===== src/hdl/sem_pkg.sv =====
`timescale 1ns / 1ps
// Shared constants and types for the RGB Sobel edge magnitude block.
// Used by the front end, the queue, the back end and the top level.
package sem_pkg;

  localparam int MaxWidth  = 1024;
  localparam int MaxHeight = 4096;
  localparam int ColW      = $clog2(MaxWidth);
  localparam int RowW      = $clog2(MaxHeight);
  localparam int WidthW    = 11;
  localparam int HeightW   = 13;
  localparam int CfgW      = 13;
  localparam int PixW      = 24;
  localparam int SumW      = 21;
  localparam int GradW     = 12;
  localparam logic [SumW-1:0] SatLimit = SumW'(65280);

  localparam logic CfgWidth  = 1'b0;
  localparam logic CfgHeight = 1'b1;

  localparam logic OpPixel = 1'b0;
  localparam logic OpFlush = 1'b1;

  // One queued job: the 3x3 window (row*3+col), the border flags and the frame-end flag.
  typedef struct packed {
    logic [8:0][PixW-1:0] win;
    logic                 top;
    logic                 bot;
    logic                 left;
    logic                 right;
    logic                 last;
  } sem_job_t;

endpackage


===== src/hdl/sem_back.sv =====
`timescale 1ns / 1ps
// Back end: Sobel gradients, squared sum and an 8-step integer root per channel.
// Depends on sem_pkg; pulls jobs from the queue and drives the result register.
module sem_back
  import sem_pkg::*;
(
  input  logic     clk_i,
  input  logic     rst_ni,
  input  logic     empty_i,
  input  sem_job_t job_i,
  output logic     pop_o,
  output logic     out_valid_o,
  input  logic     out_stall_i,
  output logic [7:0] edge_red_o,
  output logic [7:0] edge_green_o,
  output logic [7:0] edge_blue_o,
  output logic     frame_end_o
);

  typedef enum logic [4:0] {
    B_IDLE = 5'b00001,
    B_SQ   = 5'b00010,
    B_ROOT = 5'b00100,
    B_FIN  = 5'b01000,
    B_OUT  = 5'b10000
  } bstate_e;

  bstate_e state_q, state_d;

  logic signed [GradW-1:0] gx_q [3], gy_q [3];
  logic signed [GradW-1:0] gx_c [3], gy_c [3];
  logic [SumW-1:0]         s_q [3];
  logic [7:0]              r_q [3];
  logic [7:0]              t_c [3];
  logic [2:0]              bit_q;
  logic                    last_q;
  logic [7:0]              mag_q [3];
  logic [7:0]              v [9];

  // Masked 8-bit samples, then the two kernels, per channel.
  always_comb begin
    for (int ch = 0; ch < 3; ch++) begin
      for (int k = 0; k < 9; k++) begin
        if ((k < 3 && job_i.top) || (k > 5 && job_i.bot) ||
            ((k % 3) == 0 && job_i.left) || ((k % 3) == 2 && job_i.right)) begin
          v[k] = '0;
        end else begin
          v[k] = job_i.win[k][16-8*ch +: 8];
        end
      end
      gx_c[ch] = GradW'(v[2]) + (GradW'(v[5]) <<< 1) + GradW'(v[8])
               - GradW'(v[0]) - (GradW'(v[3]) <<< 1) - GradW'(v[6]);
      gy_c[ch] = GradW'(v[6]) + (GradW'(v[7]) <<< 1) + GradW'(v[8])
               - GradW'(v[0]) - (GradW'(v[1]) <<< 1) - GradW'(v[2]);
    end
  end

  assign pop_o = (state_q == B_IDLE) && !empty_i;

  always_comb begin
    state_d = state_q;
    unique case (state_q)
      B_IDLE: if (!empty_i) state_d = B_SQ;
      B_SQ:   state_d = B_ROOT;
      B_ROOT: if (bit_q == '0) state_d = B_FIN;
      B_FIN:  state_d = B_OUT;
      B_OUT:  if (!out_stall_i) state_d = B_IDLE;
      default: state_d = B_IDLE;
    endcase
  end

  always_comb begin
    for (int ch = 0; ch < 3; ch++) begin
      t_c[ch] = r_q[ch] | (8'd1 << bit_q);
    end
  end

  always_ff @(posedge clk_i) begin
    unique case (state_q)
      B_IDLE: begin
        for (int ch = 0; ch < 3; ch++) begin
          gx_q[ch] <= gx_c[ch];
          gy_q[ch] <= gy_c[ch];
        end
        last_q <= job_i.last;
      end
      B_SQ: begin
        for (int ch = 0; ch < 3; ch++) begin
          s_q[ch] <= SumW'(gx_q[ch] * gx_q[ch]) + SumW'(gy_q[ch] * gy_q[ch]);
          r_q[ch] <= '0;
        end
        bit_q <= 3'd7;
      end
      B_ROOT: begin
        for (int ch = 0; ch < 3; ch++) begin
          if (SumW'(t_c[ch] * t_c[ch]) <= s_q[ch]) r_q[ch] <= t_c[ch];
        end
        bit_q <= bit_q - 3'd1;
      end
      B_FIN: begin
        for (int ch = 0; ch < 3; ch++) begin
          if (s_q[ch] > SatLimit) begin
            mag_q[ch] <= 8'd255;
          end else if (s_q[ch] > SumW'(r_q[ch] * r_q[ch]) + SumW'(r_q[ch])) begin
            mag_q[ch] <= r_q[ch] + 8'd1;
          end else begin
            mag_q[ch] <= r_q[ch];
          end
        end
      end
      B_OUT: ;
      default: ;
    endcase
  end

  always_ff @(posedge clk_i or negedge rst_ni) begin
    if (!rst_ni) begin
      state_q <= B_IDLE;
    end else begin
      state_q <= state_d;
    end
  end

  assign out_valid_o  = state_q == B_OUT;
  assign edge_red_o   = mag_q[0];
  assign edge_green_o = mag_q[1];
  assign edge_blue_o  = mag_q[2];
  assign frame_end_o  = last_q;

endmodule


===== config.mk =====
export PLATFORM = sky130hd
export DESIGN_NAME = sem_back
export DESIGN_NICKNAME = d
export VERILOG_FILES = /design/src/hdl/sem_pkg.sv /design/src/hdl/sem_back.sv
export SDC_FILE = /design/constraint.sdc
export NUM_CORES = 2
export LEC_CHECK = 0
export BUFFER_PORTS_ARGS = -buffer_cell sky130_fd_sc_hd__buf_2
export CAP_MARGIN = 20
export CORE_AREA = 2 2 345 347
export DETAILED_ROUTE_END_ITERATION = 10
export DIE_AREA = 0 0 347 349
export PLACE_DENSITY_LB_ADDON = 0.15
export SETUP_SLACK_MARGIN = 0.1
export SLEW_MARGIN = 40
export SYNTH_ARGS = -nofsm -noshare
export SYNTH_HDL_FRONTEND = slang
export SYNTH_SLANG_ARGS = --single-unit

===== constraint.sdc =====
create_clock -name clk_i -period 9 [get_ports clk_i]
set_input_delay 0.45 -clock clk_i [delete_from_list [all_inputs] [get_ports clk_i]]
set_output_delay 0.45 -clock clk_i [all_outputs]
set_load 0.05 [all_outputs]

=== Word-level counts from Yosys, hierarchy flattened ===
Memory sizes are Yosys's and may differ from the RTL's.
Index checks and enable logic that the tools add are counted.

* Input bits: 225
* Flip-flop bits (word level): 9
* Logic and storage cells: 183
* Output and inout bits: 27
* RAM bits: 183
* Memories: 5

* Add/subtract/negate cells: 40
* Eq/ne operators: 8
* Multiply operators: 12
* Shift-type cells: 1
* Order comparisons: 9
* Reduce and logical (&&, ||, !) cells: 9
* Muxes and demuxes: 84
* Bitwise operators: 12

{| class="wikitable"
|+ Memory list
! memory !! words !! width !! read ports !! clocked after Yosys merged registers in !! write ports !! line !! RTL
|-
| s_q || 3 || 21 || 3 || 0 || 3 || sem_back.sv:32 || <nowiki>logic [SumW-1:0] s_q [3];</nowiki>
|-
| gx_q || 3 || 12 || 3 || 0 || 3 || sem_back.sv:30 || <nowiki>logic signed [GradW-1:0] gx_q [3], gy_q [3];</nowiki>
|-
| gy_q || 3 || 12 || 3 || 0 || 3 || sem_back.sv:30 ||
|-
| mag_q || 3 || 8 || 3 || 0 || 3 || sem_back.sv:37 || <nowiki>logic [7:0] mag_q [3];</nowiki>
|-
| r_q || 3 || 8 || 3 || 0 || 3 || sem_back.sv:33 || <nowiki>logic [7:0] r_q [3];</nowiki>
|}

{| class="wikitable"
|+ Operators with widths
! kind !! number
|-
| 8-bit 2-to-1 mux || 33
|-
| 12-bit by 12-bit multiplier with 21-bit output || 6
|-
| 8-bit by 8-bit multiplier with 16-bit output || 6
|-
| 11-bit by 8-bit subtractor with 12-bit output || 6
|-
| 12-bit by 8-bit subtractor with 12-bit output || 6
|-
| 12-bit by 9-bit subtractor with 12-bit output || 6
|-
| 10-bit by 8-bit adder with 11-bit output || 6
|-
| 21-bit adder || 3
|-
| 21-bit by 16-bit greater-than comparator with 1-bit output, second input constant || 3
|-
| 21-bit by 17-bit greater-than comparator with 1-bit output || 3
|-
| 16-bit by 21-bit less-or-equal comparator with 1-bit output || 3
|-
| 8-bit by 9-bit adder with 10-bit output || 6
|-
| 16-bit by 8-bit adder with 17-bit output || 3
|-
| 1-bit 2-to-1 mux || 46
|-
| 5-bit case mux with 5 select lines || 1
|-
| 8-bit by 1-bit adder with 8-bit output, second input constant || 3
|-
| 8-bit bitwise OR || 3
|-
| 5-bit 2-to-1 mux || 3
|-
| 1-bit bitwise OR || 9
|-
| 1-bit by 3-bit << shifter with 8-bit output, first input constant || 1
|-
| 2-bit != test, second input constant || 3
|-
| 3-bit case mux with 2 select lines || 1
|-
| 5-bit by 1-bit equality test with 1-bit output, second input constant || 1
|-
| 5-bit by 2-bit equality test with 1-bit output, second input constant || 1
|-
| 10 further kinds || 13
|}

=== Logic depth before layout (Yosys ltp) ===
An unclocked memory read counts as a cell.

* Depth after elaboration: 10
* Depth in mapped cells: 32
* Mapped depth without buffers: 29

=== Least setup slack after synthesis ===
OpenSTA, ideal clock, no wires.

* Path type: register to register
* Start: register bit_q[2]
* End: memory r_q[0][4] (data pin)
* Setup time: 0.142 ns
* Slack: 2.405 ns
* Cell stages (with the launch flop): 29
* Arrival: 6.453 ns
* Required time: 8.858 ns
* Clock period less this slack: 6.595 ns
* Path buffers: 4
* Cells stage by stage: edfxtp_1 > clkbuf_1 > clkbuf_1 > a21oi_1 > inv_1 > nand2_1 > inv_1 > fa_1 > fa_1 > inv_1 > fa_1 > fa_1 > inv_1 > ha_1 > o21a_1 > o21a_1 > a41o_1 > nor4_1 > nor3_1 > xor2_1 > ha_1 > a2111oi_0 > o21ai_0 > a221o_1 > a31o_2 > and3b_1 > buf_2 > buf_2 > nor2_1

{| class="wikitable"
|+ RTL lines
! element !! line !! RTL
|-
| start, declared || sem_back.sv:35 || <nowiki>logic [2:0] bit_q;</nowiki>
|-
| start signal, assigned || sem_back.sv:98 || <nowiki>bit_q <= bit_q - 3'd1;</nowiki>
|-
| end, declared || sem_back.sv:33 ||
|}

==> out/metrics.yaml <==
cts:
  clock-sinks: 192
  cts_tree: "built"
  cts_resized: 0
  htreeDepth: 4
  root_buffer: "clkbuf_16"
  path_clk_slew_ns: 0.09
  postCtsSetupBuffers: 0
  worstSkewPairLatency_ns: 0.54
  cts-hold-fix-buffers: 1
  cts_buffers: 17
  clock_path_buffers: 2
global_route:
  grt_pass1_vias: 37600
  grt_usage: 0.203
  antenna_found_initial: 3
  grt_pass1_wl_mm: 195
  grt_max_degree: 65
  grt_overflow: 0
yosys:
  netlist_instances: 5375
  synth_area_mm2: 0.0525
  synth_cell_types: 69
  synth-warning-count: 0
  synth_edf_count: 187
  synth-seq-cells: 192
  syn_nets: 7301
  synth_flop_cell: "edfxtp_1"
  synth_seq_area_share: 0.109
  ys_async_sr_fraction: 0.0260
  syn_area_per_cell_um2: 9.76
sta:
  setup_slack_ns: 1.39
  fmax_mhz: 131
  relSlewSlack: 0.468
  setup_tns_ns: 0
  finalMaxSlewViolations: 0
  whs_ns: 0.110
  final-hold-violation-count: 0
  fin_crit_sh: 0.846
  rsz0062_at_grt: "false"
  fin_crit_ns: 7.61
  tightest_slew_ns: 0.797
  skew_ns: 0.0266
  setup_viol_count_final: 0
floorplanning:
  io_pins: 252
  start_util: 0.447
  die_x_um: 347
  dieArea_mm2: 0.121
  row_count: 126
  dieHeight_um: 349
  core_mm2: 0.117
setup_path:
  crit_fanout: 24
  critPathTopFamily: "adder cells"
  critical_path_required_ns: 9.38
  critPathSlowestCell: "nor2b_2"
  cp-start-kind: "register"
  slowest_delay_ns: 0.53
  cp-end-kind: "register"
  critPathBufInv: 4
  crit_arrival_ns: 7.99
  path_class: "register to register"
detailed_routing:
  avgViaCountPerCell: 4.86
  routed_wl_mm: 115
  antenna_left: 0
  vias: 34300
  drt-initial-drc-count: 1427
  drt_pass1_iterations: 5
  avgRoutedWirePerCell_um: 16.2
  drcViolationCount: 0
run_status:
  status: "complete, no violations"
layout:
  fillers: 11200
  area_delta_synth_final_pct: 6.58
  most-common-layout-cells: "1375 x inv_1, 1086 x fa_1, 615 x ha_1"
  num-nets-final: 7445
  final_common_cell: "inv_1"
  post_route_cells_drive_above_1_share: 0.0629
place:
  dp_hpwl_mm: 101
  routabilityCongestion: 0.836
  port_buffers: 227
  pre_cts_ws_ns: 0.943
min_path:
  hold_class: "input pin to register"
flow_run:
  max-cap-violations: 0
==> sequential cells by signal, indices dropped and copies added (netlist names) <==
name         count
gy_q            36
r_q             24
s_q             63
gx_q            36
bit_q            3
frame_end_o      1
state_q          5
mag_q           24
==> Yosys cell counts (23+ instances only) <==
library cell | count | area [um^2]
nand2_1 | 339 | 1270
clkbuf_1 | 125 | 469
ha_1 | 615 | 7690
nor2_1 | 232 | 871
edfxtp_1 | 187 | 5620
and2_1 | 304 | 1900
a21oi_1 | 155 | 776
nand3_1 | 26 | 130
o21ai_0 | 88 | 440
o21a_1 | 29 | 218
a21o_1 | 63 | 473
or2_2 | 28 | 175
inv_1 | 1377 | 5170
nor4_1 | 24 | 150
xor2_1 | 83 | 727
nor2b_1 | 112 | 701
xnor2_1 | 195 | 1710
nand4_1 | 23 | 144
nor3_1 | 43 | 215
nand2b_1 | 77 | 482
fa_1 | 1086 | 21700
==> metal layers <==
layer,vias to the layer above,global-route usage,share of wire
met1,17100,0.283,0.47
met4,2,0.0409,0.017
met2,544,0.345,0.49
met3,96,0.0207,0.032
met5,-,0,0.00011
li1,16600,-,-
==> worst paths after layout <==
| check | from | to | slack [ns] | cells past startpoint |
|---|---|---|---|---|
| worst max-delay path | bit_q[0]$_SDFFCE_PN1P_ | r_q[0][7]$_SDFFCE_PN0P_ | 1.39 | 27 |
| worst min-delay path | job_i[0] | frame_end_o$_DFFE_PP_ | 0.11 | 1 |
| worst max register to register | bit_q[0]$_SDFFCE_PN1P_ | r_q[0][7]$_SDFFCE_PN0P_ | 1.39 | 27 |
| worst min register to register | state_q[4]$_DFFE_PN0P_ | state_q[0]$_DFFE_PN1P_ | 0.59 | 2 |
| max in group asynchronous | rst_ni | state_q[0]$_DFFE_PN1P_ | 8.52 | 2 |
| min in group asynchronous | rst_ni | state_q[2]$_DFFE_PN0P_ | 0.27 | 2 |
==> area by class of cell <==
cell class                      instances  area [um^2]  area share
Antenna cell                            1         2.50   0.0000447
Clock buffer                           17          425     0.00760
Clock inverter                         15          209     0.00374
Inverter                             1377         5170      0.0924
Multi-Input combinational cell       3677        41100       0.735
Sequential cell                       192         5740       0.103
Tap cell                             1536         1920      0.0344
Timing Repair Buffer                  254         1350      0.0241
==> through the flow <==
| stage | area (um^2) | std cells | utilization |
|---|---|---|---|
| finish | 55900 | 7069 | 0.476 |
| global route | 55900 | 7068 | 0.476 |
| CTS | 55900 | 7067 | 0.476 |
| detailed placement | 55300 | 7034 | 0.471 |
| global placement | 55300 | 7034 | 0.470 |
| floorplan | 52500 | 5375 | - |
==> cell families after synthesis <==
logic type / Yosys count / share of synthesized area
adders and majority gates: 1701 / 0.561
buffers and inverters: 1506 / 0.108
and+or+nand+nor: 1243 / 0.120
AOI/OAI and AO/OA: 447 / 0.0539
xor gates and xnor gates: 278 / 0.0464
DFF: 192 / 0.109
muxes: 6 / 0.00126
other: 2 / 0.000143
Power is not shown: default switching activity piles up to over one toggle a cycle in this logic, so the estimate is an artifact.
