**src/hdl/sem_pkg.sv**
```systemverilog
`timescale 1ns / 1ps
// Shared constants and types for the RGB Sobel edge magnitude block.
// Used by the front end, the queue, the back end and the top level.
package sem_pkg;

  localparam int MaxWidth  = 1024;
  localparam int MaxHeight = 4096;
  localparam int ColW      = $clog2(MaxWidth);
  localparam int RowW      = $clog2(MaxHeight);
  localparam int WidthW    = 11;
  localparam int HeightW   = 13;
  localparam int CfgW      = 13;
  localparam int PixW      = 24;
  localparam int SumW      = 21;
  localparam int GradW     = 12;
  localparam logic [SumW-1:0] SatLimit = SumW'(65280);

  localparam logic CfgWidth  = 1'b0;
  localparam logic CfgHeight = 1'b1;

  localparam logic OpPixel = 1'b0;
  localparam logic OpFlush = 1'b1;

  // One queued job: the 3x3 window (row*3+col), the border flags and the frame-end flag.
  typedef struct packed {
    logic [8:0][PixW-1:0] win;
    logic                 top;
    logic                 bot;
    logic                 left;
    logic                 right;
    logic                 last;
  } sem_job_t;

endpackage

```
**src/hdl/sem_queue.sv**
```systemverilog
`timescale 1ns / 1ps
// Two-entry job queue between the front end and the back end.
// Depends on sem_pkg for the job type.
module sem_queue
  import sem_pkg::*;
(
  input  logic     clk_i,
  input  logic     rst_ni,
  input  logic     push_i,
  input  sem_job_t job_i,
  input  logic     pop_i,
  output sem_job_t job_o,
  output logic     full_o,
  output logic     empty_o
);

  sem_job_t   slot_q [2];
  logic       wr_q, rd_q;
  logic [1:0] cnt_q;

  assign full_o  = cnt_q == 2'd2;
  assign empty_o = cnt_q == 2'd0;
  assign job_o   = slot_q[rd_q];

  always_ff @(posedge clk_i) begin
    if (push_i) slot_q[wr_q] <= job_i;
  end

  always_ff @(posedge clk_i or negedge rst_ni) begin
    if (!rst_ni) begin
      wr_q  <= 1'b0;
      rd_q  <= 1'b0;
      cnt_q <= '0;
    end else begin
      if (push_i) wr_q <= !wr_q;
      if (pop_i)  rd_q <= !rd_q;
      cnt_q <= cnt_q + 2'(push_i) - 2'(pop_i);
    end
  end

endmodule

```
**config.mk**
```make
export PLATFORM = sky130hd
export DESIGN_NAME = sem_queue
export DESIGN_NICKNAME = d
export VERILOG_FILES = /design/src/hdl/sem_pkg.sv /design/src/hdl/sem_queue.sv
export SDC_FILE = /design/constraint.sdc
export NUM_CORES = 1
export LEC_CHECK = 0
export ABC_CLOCK_PERIOD_IN_PS = 20500
export BUFFER_PORTS_ARGS = -buffer_cell sky130_fd_sc_hd__buf_4
export CORE_MARGIN = 5
export CORE_UTILIZATION = 39
export DETAILED_ROUTE_END_ITERATION = 10
export PLACE_DENSITY = 0.58
export RECOVER_POWER = 25
export SYNTH_ARGS = -nofsm -noshare
export SYNTH_HDL_FRONTEND = slang
export SYNTH_SLANG_ARGS = --single-unit
```
**constraint.sdc**
```tcl
create_clock -name clk_i -period 20.5 [get_ports clk_i]
set_input_delay 5.125 -clock clk_i [delete_from_list [all_inputs] [get_ports clk_i]]
set_output_delay 5.125 -clock clk_i [all_outputs]
set_load 0.01 [all_outputs]
```
-- Word level (Yosys, flattened, before mapping)
Memory sizes are Yosys's and may differ from the RTL's.
Cells that the tools add are included.
- output and inout port bits: 223
- register bits after elaboration: 4
- memory bits (writable): 442
- bits in latches: 0
- memories kept: 1
- logic and storage cells: 12
- bits of input ports: 225
- bits in read-only memories: 0
- add/sub/neg operators: 2
- equality and inequality tests: 1
- bitwise logic cells: 0
- order comparisons: 0
- divide/modulo/power cells: 0
- mux-type cells: 2
- shift operators: 0
- reductions and logical operators: 3
- multipliers: 0
- memories (name ; words ; width ; rd ports ; clocked after Yosys merged registers in ; write ports ; line ; text):
    slot_q ; 2 ; 221 ; 1 ; 0 ; 1 ; sem_queue.sv:17 ; sem_job_t slot_q [2];
- operator list (operator ; count):
    2-bit by 1-bit adder with 2-bit output ; 1
    2-bit == test (second input constant) ; 1
    1-bit logical NOT ; 2
    2-bit logical NOT ; 1
    1-bit 2-to-1 mux ; 2
    2-bit by 1-bit subtractor with 2-bit output ; 1

-- Longest topological paths before layout
Gate-level depths: netlist of the first run.
- depth in word-level cells: 2
- depth in mapped cells: 5
- depth with buffers taken out: 5

-- Least setup slack after synthesis of the first run
OpenSTA, ideal clock, no wires.
- path kind: input -> register
- start: input push_i
- end: memory slot_q[0][0] (netlist name) (enable)
- stages on the path: 1
- library setup time: 0.833 ns
- path buffers: 0
- data arrival time: 14.646 ns
- slack: 5.022 ns
- data required time: 19.667 ns
- cells stage by stage: nor2b_1
- cells in the longest elaborated chain, start to end: 2
- RTL lines (what ; line ; text):
    start, declared ; sem_queue.sv:9 ; input logic push_i,
    1-bit 2-to-1 mux ; sem_queue.sv:26 ; if (push_i) slot_q[wr_q] <= job_i;
    1-bit 2-to-1 mux (not written as such) ; sem_queue.sv:26 ;
    end, declared ; sem_queue.sv:17 ;
Every way passes these cells.

==> run metrics, run 1 <==
type of element launching the critical path flop; port buffer count 447; number of design rule violations left after detail routing 0; class of the most critical hold timing path reg -> reg; commonest cells after routing, fill and taps aside 442 x sky130_fd_sc_hd__edfxtp_1, 313 x sky130_fd_sc_hd__buf_4, 180 x sky130_fd_sc_hd__mux2_4, 119 x sky130_fd_sc_hd__clkbuf_4, 49 x sky130_fd_sc_hd__clkbuf_16; die outline height roughly 220 um; GRT busiest layer met2; Post-DP HPWL ~27000 um; synthesized flop and latch total about 450; switching fraction of total power 27.69%; share of total power in the clock network 26.8%; crit path DAT about 4 ns; aggregate global routing overflow 0; # setup viols final 0; Routed Wire Length between 30000 and 40000 um; mapped cell area roughly 0.017 sq mm; clock transition at the register clock pins on the worst setup and hold paths after CTS 0.06 ns; Vias/cell 4.553; weighted congestion reported at the end of routability-driven placement roughly 0.75; WP data required 15.38 ns; initial antenna violation count 6; all-layer global routing usage 15.25%; overall via count from detail_route 8241; Seq/Total Area, Yosys 78.98%; die area 0.04768 sq mm; global routing usage on met1 17.66%; number of violations reported at the end of detailed-routing iteration 0 around 380; final hold violation count 0; largest net degree at the start of global routing 72; number of CTS-inserted buffers 48; total power after layout 3.137 mW; maximum buffer depth of the clock tree 3; worst stage delay on the critical path 1.04 ns; die width 218.4 um; final setup TNS 0 ns; global-route wire length before repair roughly 55000 um; number of distinct standard cells referenced by the synthesized netlist 14; crit path max fanout just under 60; Setup Fix Bufs, Post-CTS 0; initial standard-cell utilization of the core 39.39%; Reg power frac about two fifths; static power due to leakage 8.738 nW; Power Dens Cells 140.9 mW/mm^2; Hold Buf Count CTS 0; met2 track utilization from global routing 25.19%; standard cell with the maximum stage delay on the critical path sky130_fd_sc_hd__dfrtp_4; most used cell, CP sky130_fd_sc_hd__buf_4; area of the core region 0.04298 sq mm; relative slew slack 24.43%; # nets final 1411; run status completed; Slew @ Worst Pin 1.134 ns; count of H-tree levels built during CTS 2; post-detailed-route wirelength per cell about 21 um; portion of the clock cycle consumed by the worst path in the final layout roughly 44%; Slew Limit Fails 0; met3 track demand over resource in global routing around 7.2%; number of nets in the synthesized netlist 930; area grow syn2layout 31.51%; clock root buffer sky130_fd_sc_hd__clkbuf_16; crit-path cells buf_4, buf_4, mux2_4, buf_4; post-cts repair resize count 0; Antenna Violating Nets Remaining 0; switching power total 0.8689 mW; category of the most critical setup path reg -> out; total internal power 2.268 mW; fraction of power consumed by combinational cells approximately 32%; highest clock frequency the design can meet about 110 MHz; VDD IR max 0.08150 mV; crit path capture type output port; synthesized netlist cell count ~700; Fin Clk Skew 0.02230 ns; via count of the first global-routing pass between 8000 and 9000; share of post-route cells with drive strength above 1 59.51%; max-cap viol count 0; most common cell after layout, fill and taps aside sky130_fd_sc_hd__edfxtp_1; DRT Pass-1 Iters 4; RSZ-0062 raised after global routing false; Yosys warning count 0; Row Count 76; TritonCTS clock tree done; mean cell area of the mapped netlist approximately 24 sq um; Clock Sink Count approximately 450; Final min period 9.110 ns; Top-Level Pins 448; latest clock arrival within the worst-skew pair 0.56 ns
==> final cells by class <==
cell class | instances | area, sq um
Fill cell | 3518 | 20710
Sequential cell | 446 | 13380
Timing Repair Buffer | 456 | 3333
Multi-Input combinational cell | 230 | 3263
Clock buffer | 58 | 1260
Tap cell | 585 | 732.0
Clock inverter | 28 | 281.5
Antenna cell | 5 | 12.51
Inverter | 2 | 7.507
==> power by group through the flow <==
stage | clock [mW] | combinational (mW) | sequential, mW
floorplan | 0 | 0.656 | 1.32
global placement | 0 | 1.04 | 1.30
detailed placement | 0 | 1.04 | 1.30
CTS | 0.869 | 1.04 | 1.28
global route | 0.910 | 1.08 | 1.30
finish | 0.840 | 1.02 | 1.28
==> path summary, 6_finish.rpt <==
kind                                           end  cells past startpoint  slack [ns]              from
max                                      job_o[78]                      4       11.39  rd_q$_DFFE_PN0P_
min                               wr_q$_DFFE_PN0P_                      1        0.55  wr_q$_DFFE_PN0P_
max reg2reg                slot_q[0][93]$_DFFE_PP_                      3       17.22  wr_q$_DFFE_PN0P_
min reg2reg                       wr_q$_DFFE_PN0P_                      1        0.55  wr_q$_DFFE_PN0P_
max in group asynchronous         rd_q$_DFFE_PN0P_                      1       15.88            rst_ni
min in group asynchronous       cnt_q[0]$_DFF_PN0_                      1        4.40            rst_ni
==> per-stage QoR <==
step | instances | worst slack [ns] | hold slack, ns | instance area (sq um) | utilization [%]
4_1_cts | 1805 | 11.28 | 0.5541 | 22340 | 51.99
2_1_floorplan | 703 | 5.022 | 0.4555 | 16930 | -
6_report | 1810 | 11.39 | 0.5484 | 22270 | 51.80
3_3_place_gp | 1719 | 11.94 | 0.5314 | 20800 | 48.40
3_5_place_dp | 1719 | 11.91 | 0.5446 | 20800 | 48.40
5_1_grt | 1808 | 11.19 | 0.5973 | 22260 | 51.79
==> Yosys cell counts, drive strengths merged <==
master	n	share of area, %
nor2	1	0.022
nor2b	2	0.074
and2	1	0.037
mux2	221	19
xor2	2	0.10
buf	25	1.8
dfrtp	4	0.59
edfxtp	442	78
xor3	1	0.14
inv	2	0.044
ha	2	0.15
==> registers in the layout, indices dropped and copies added, names as in the netlist <==
register	flops
wr_q	1
rd_q	1
cnt_q	2
slot_q	442
==> worst max-delay path: cells and delay by family (launching register included) <==
| kind | cells | cell delay (ns) |
|---|---|---|
| mux | 1 | 0.36 |
| buf+inv | 3 | 1.88 |
| flops | 1 | 1.04 |
==> kinds of logic (layout without fill, tap and decap cells) <==
logic type	after synthesis	after routing	synth area share, %
adders and majority gates	2	2	0.1478
and+or+nand+nor	4	4	0.1330
buffers and inverters	27	544	1.803
DFF	446	446	78.98
xor gates and xnor gates	3	3	0.2439
muxes	221	221	18.69
other	0	5	0
==> routing by layer <==
| layer | up-vias | wire [um] |
|---|---|---|
| met3 | 64 | 4161 |
| met5 | - | 37 |
| met1 | 4063 | 14040 |
| li1 | 3789 | - |
| met4 | 4 | 933 |
| met2 | 321 | 18520 |
No activity file was read; power rests on OpenSTA's default activity.
==> inputs of run 2 (changes only) <==
- ABC_CLOCK_PERIOD_IN_PS: 20500 -> 8300
- PLACE_DENSITY: 0.58 -> 0.6
- clock period: 20.5 -> 8.3 ns (I/O delays scaled with it)
==> run 2 against run 1 <==
Net effect: worst hold slack improved by 0.0029 ns; via count about the same; register-to-register slack lost 12 ns; power rose by 150%; wire length shrank 1.7%; die area stayed put; flip-flop and latch count stayed put; critical path depth fell by 1; sequential share of layout area hardly changed; cell count did not move; combinational power grew to 2.5 times the previous value; critical path type unchanged.
==> run metrics, run 2 (synthesis results as in run 1) <==
cell depth of the worst flop-to-flop path 2 (-1); overall via count from detail_route 8240 (-0.012%); first element of the critical path rd_q$_DFFE_PN0P_; run status completed; all-layer global routing usage 14.90% (-0.35 points); latest clock arrival within the worst-skew pair 0.56 ns (about the same); final hold violation count 0 (unchanged); Row Count 76 (unchanged); category of the most critical setup path reg -> out; TritonCTS clock tree done; setup slack of the worst register-to-register path 5.71 ns (-11.51 ns); count of H-tree levels built during CTS 2 (unchanged); crit path DAT 2.92 ns (-1.07 ns); area grow syn2layout 31.41% (about the same); crit path capture type output port; initial antenna violation count 6 (unchanged); Antenna Violating Nets Remaining 0 (unchanged); Clock Sink Count 446 (unchanged); Setup Fix Bufs, Post-CTS 0 (unchanged); number of violations reported at the end of detailed-routing iteration 0 556 (+45%); static power due to leakage 8.719 nW (-0.22%); crit-path cells buf_12, mux2_2, buf_4; count of fill cells added during filler insertion 3569 (+1.4%); initial standard-cell utilization of the core 39.39% (unchanged); Final min period 4.997 ns; largest net degree at the start of global routing 163 (+130%); clock transition at the register clock pins on the worst setup and hold paths after CTS 0.06 ns (about the same); area of the core region 0.04298 sq mm (unchanged); share of post-route cells with drive strength above 1 59.13% (-0.38 points); post-cts repair resize count 0 (unchanged); type of element launching the critical path flop; die outline height 218.4 um (unchanged); max-cap viol count 0 (unchanged); portion of the clock cycle consumed by the worst path in the final layout 60.20%; commonest cells after routing, fill and taps aside 442 x sky130_fd_sc_hd__edfxtp_1, 306 x sky130_fd_sc_hd__buf_4, 180 x sky130_fd_sc_hd__mux2_4, 120 x sky130_fd_sc_hd__clkbuf_4, 51 x sky130_fd_sc_hd__clkbuf_16; Worst Setup EP job_o[28]; standard cell with the maximum stage delay on the critical path sky130_fd_sc_hd__dfrtp_4; crit path max fanout 116 (+100%); largest register by flop count slot_q; Routed Wire Length 37050 um (-1.7%); relative slew slack 26.63% (+2.2 points); Hold Buf Count CTS 0 (unchanged); total power after layout 7.710 mW (+150%); number of design rule violations left after detail routing 0 (unchanged); via count of the first global-routing pass 8757 (-1.4%); worst reg2reg path startpoint wr_q$_DFFE_PN0P_; clock root buffer sky130_fd_sc_hd__clkbuf_16; Vias/cell 4.552 (about the same); post-detailed-route wirelength per cell 20.47 um (-1.7%); class of the most critical hold timing path reg -> reg; WP data required 6.23 ns (-9.15 ns); die area 0.04768 sq mm (unchanged); DRT Pass-1 Iters 4 (unchanged); worst stage delay on the critical path 0.86 ns (-0.18 ns); port buffer count 447 (unchanged); Post-DP HPWL 24980 um (-6.2%); Slew @ Worst Pin 1.101 ns (-0.03302 ns); RSZ-0062 raised after global routing false; flip-flop count of the largest register after layout 442 (unchanged); # nets final 1409 (-0.14%); Top-Level Pins 448 (unchanged); worst flop-to-flop path endpoint slot_q[0][123]$_DFFE_PP_; # setup viols final 0 (unchanged); post-route standard cell area excluding fillers 0.02225 sq mm (about the same); final setup TNS 0 ns (unchanged); VDD IR max 0.3314 mV (+310%); highest clock frequency the design can meet 200.1 MHz; most common cell after layout, fill and taps aside sky130_fd_sc_hd__edfxtp_1; aggregate global routing overflow 0 (unchanged); Area after DPL 0.02082 sq mm (about the same); global-route wire length before repair 53760 um (-2.0%); Fin Clk Skew 0.009418 ns (-0.01289 ns); weighted congestion reported at the end of routability-driven placement 0.7436 (-1.1%); Slew Limit Fails 0 (unchanged); Power Dens Cells 346.6 mW/mm^2 (+150%); number of CTS-inserted buffers 49 (+2.1%); die width 218.4 um (unchanged); biggest regs slot_q: 442 flops, cnt_q: 2 flops; maximum buffer depth of the clock tree 3 (unchanged)
## run 2: worst min-delay path by stage
stage	from	endpoint	slack [ns]	cells past startpoint
after floorplan	wr_q$_DFFE_PN0P_	wr_q$_DFFE_PN0P_	0.47	1
after global placement	wr_q$_DFFE_PN0P_	wr_q$_DFFE_PN0P_	0.53	1
after detailed placement	wr_q$_DFFE_PN0P_	wr_q$_DFFE_PN0P_	0.54	1
after CTS	wr_q$_DFFE_PN0P_	wr_q$_DFFE_PN0P_	0.56	1
after global routing	wr_q$_DFFE_PN0P_	wr_q$_DFFE_PN0P_	0.58	1
final	wr_q$_DFFE_PN0P_	wr_q$_DFFE_PN0P_	0.55	1
## run 2: through the flow
step / util [%] / instances / setup WS (ns) / hold slack [ns]
2_1_floorplan: - / 703 / 0.03149 / 0.4731
3_3_place_gp: 48.43 / 1716 / 3.898 / 0.5289
3_5_place_dp: 48.43 / 1716 / 3.885 / 0.5449
4_1_cts: 51.95 / 1806 / 3.258 / 0.5565
5_1_grt: 51.75 / 1808 / 3.180 / 0.5781
6_report: 51.76 / 1810 / 3.303 / 0.5513
## run 2: layout make-up
cell class / count / area, sq um / share of cell area [%]
Sequential cell: 446 / 13380 / 60.12
Timing Repair Buffer: 453 / 3348 / 15.05
Multi-Input combinational cell: 230 / 3263 / 14.67
Clock buffer: 63 / 1321 / 5.939
Tap cell: 585 / 732.0 / 3.290
Clock inverter: 27 / 190.2 / 0.8548
Antenna cell: 4 / 10.01 / 0.04499
Inverter: 2 / 7.507 / 0.03374
## run 2: report_power, final
part	switching, mW	internal [mW]	leakage, nW
logic	1.17	1.38	3.78
clock network	0.836	1.19	0.742
registers	0.142	3.00	4.19
total	2.15	5.56	8.72
## run 2: routing by layer
layer | GRT usage (%) | vias to the layer above | part of all wire, %
met4 | 3.789 | 2 | 1.6
met5 | 0 | - | 0.032
li1 | - | 3788 | -
met3 | 7.743 | 47 | 11
met2 | 24.44 | 304 | 49
met1 | 17.42 | 4099 | 38
## run 2: worst max-delay path, delay by kind of cell, from the launching register on
| family | cells | cell delay [ns] |
|---|---|---|
| buffers and inverters | 2 | 0.72 |
| flip-flops | 1 | 0.86 |
| multiplexers | 1 | 0.43 |
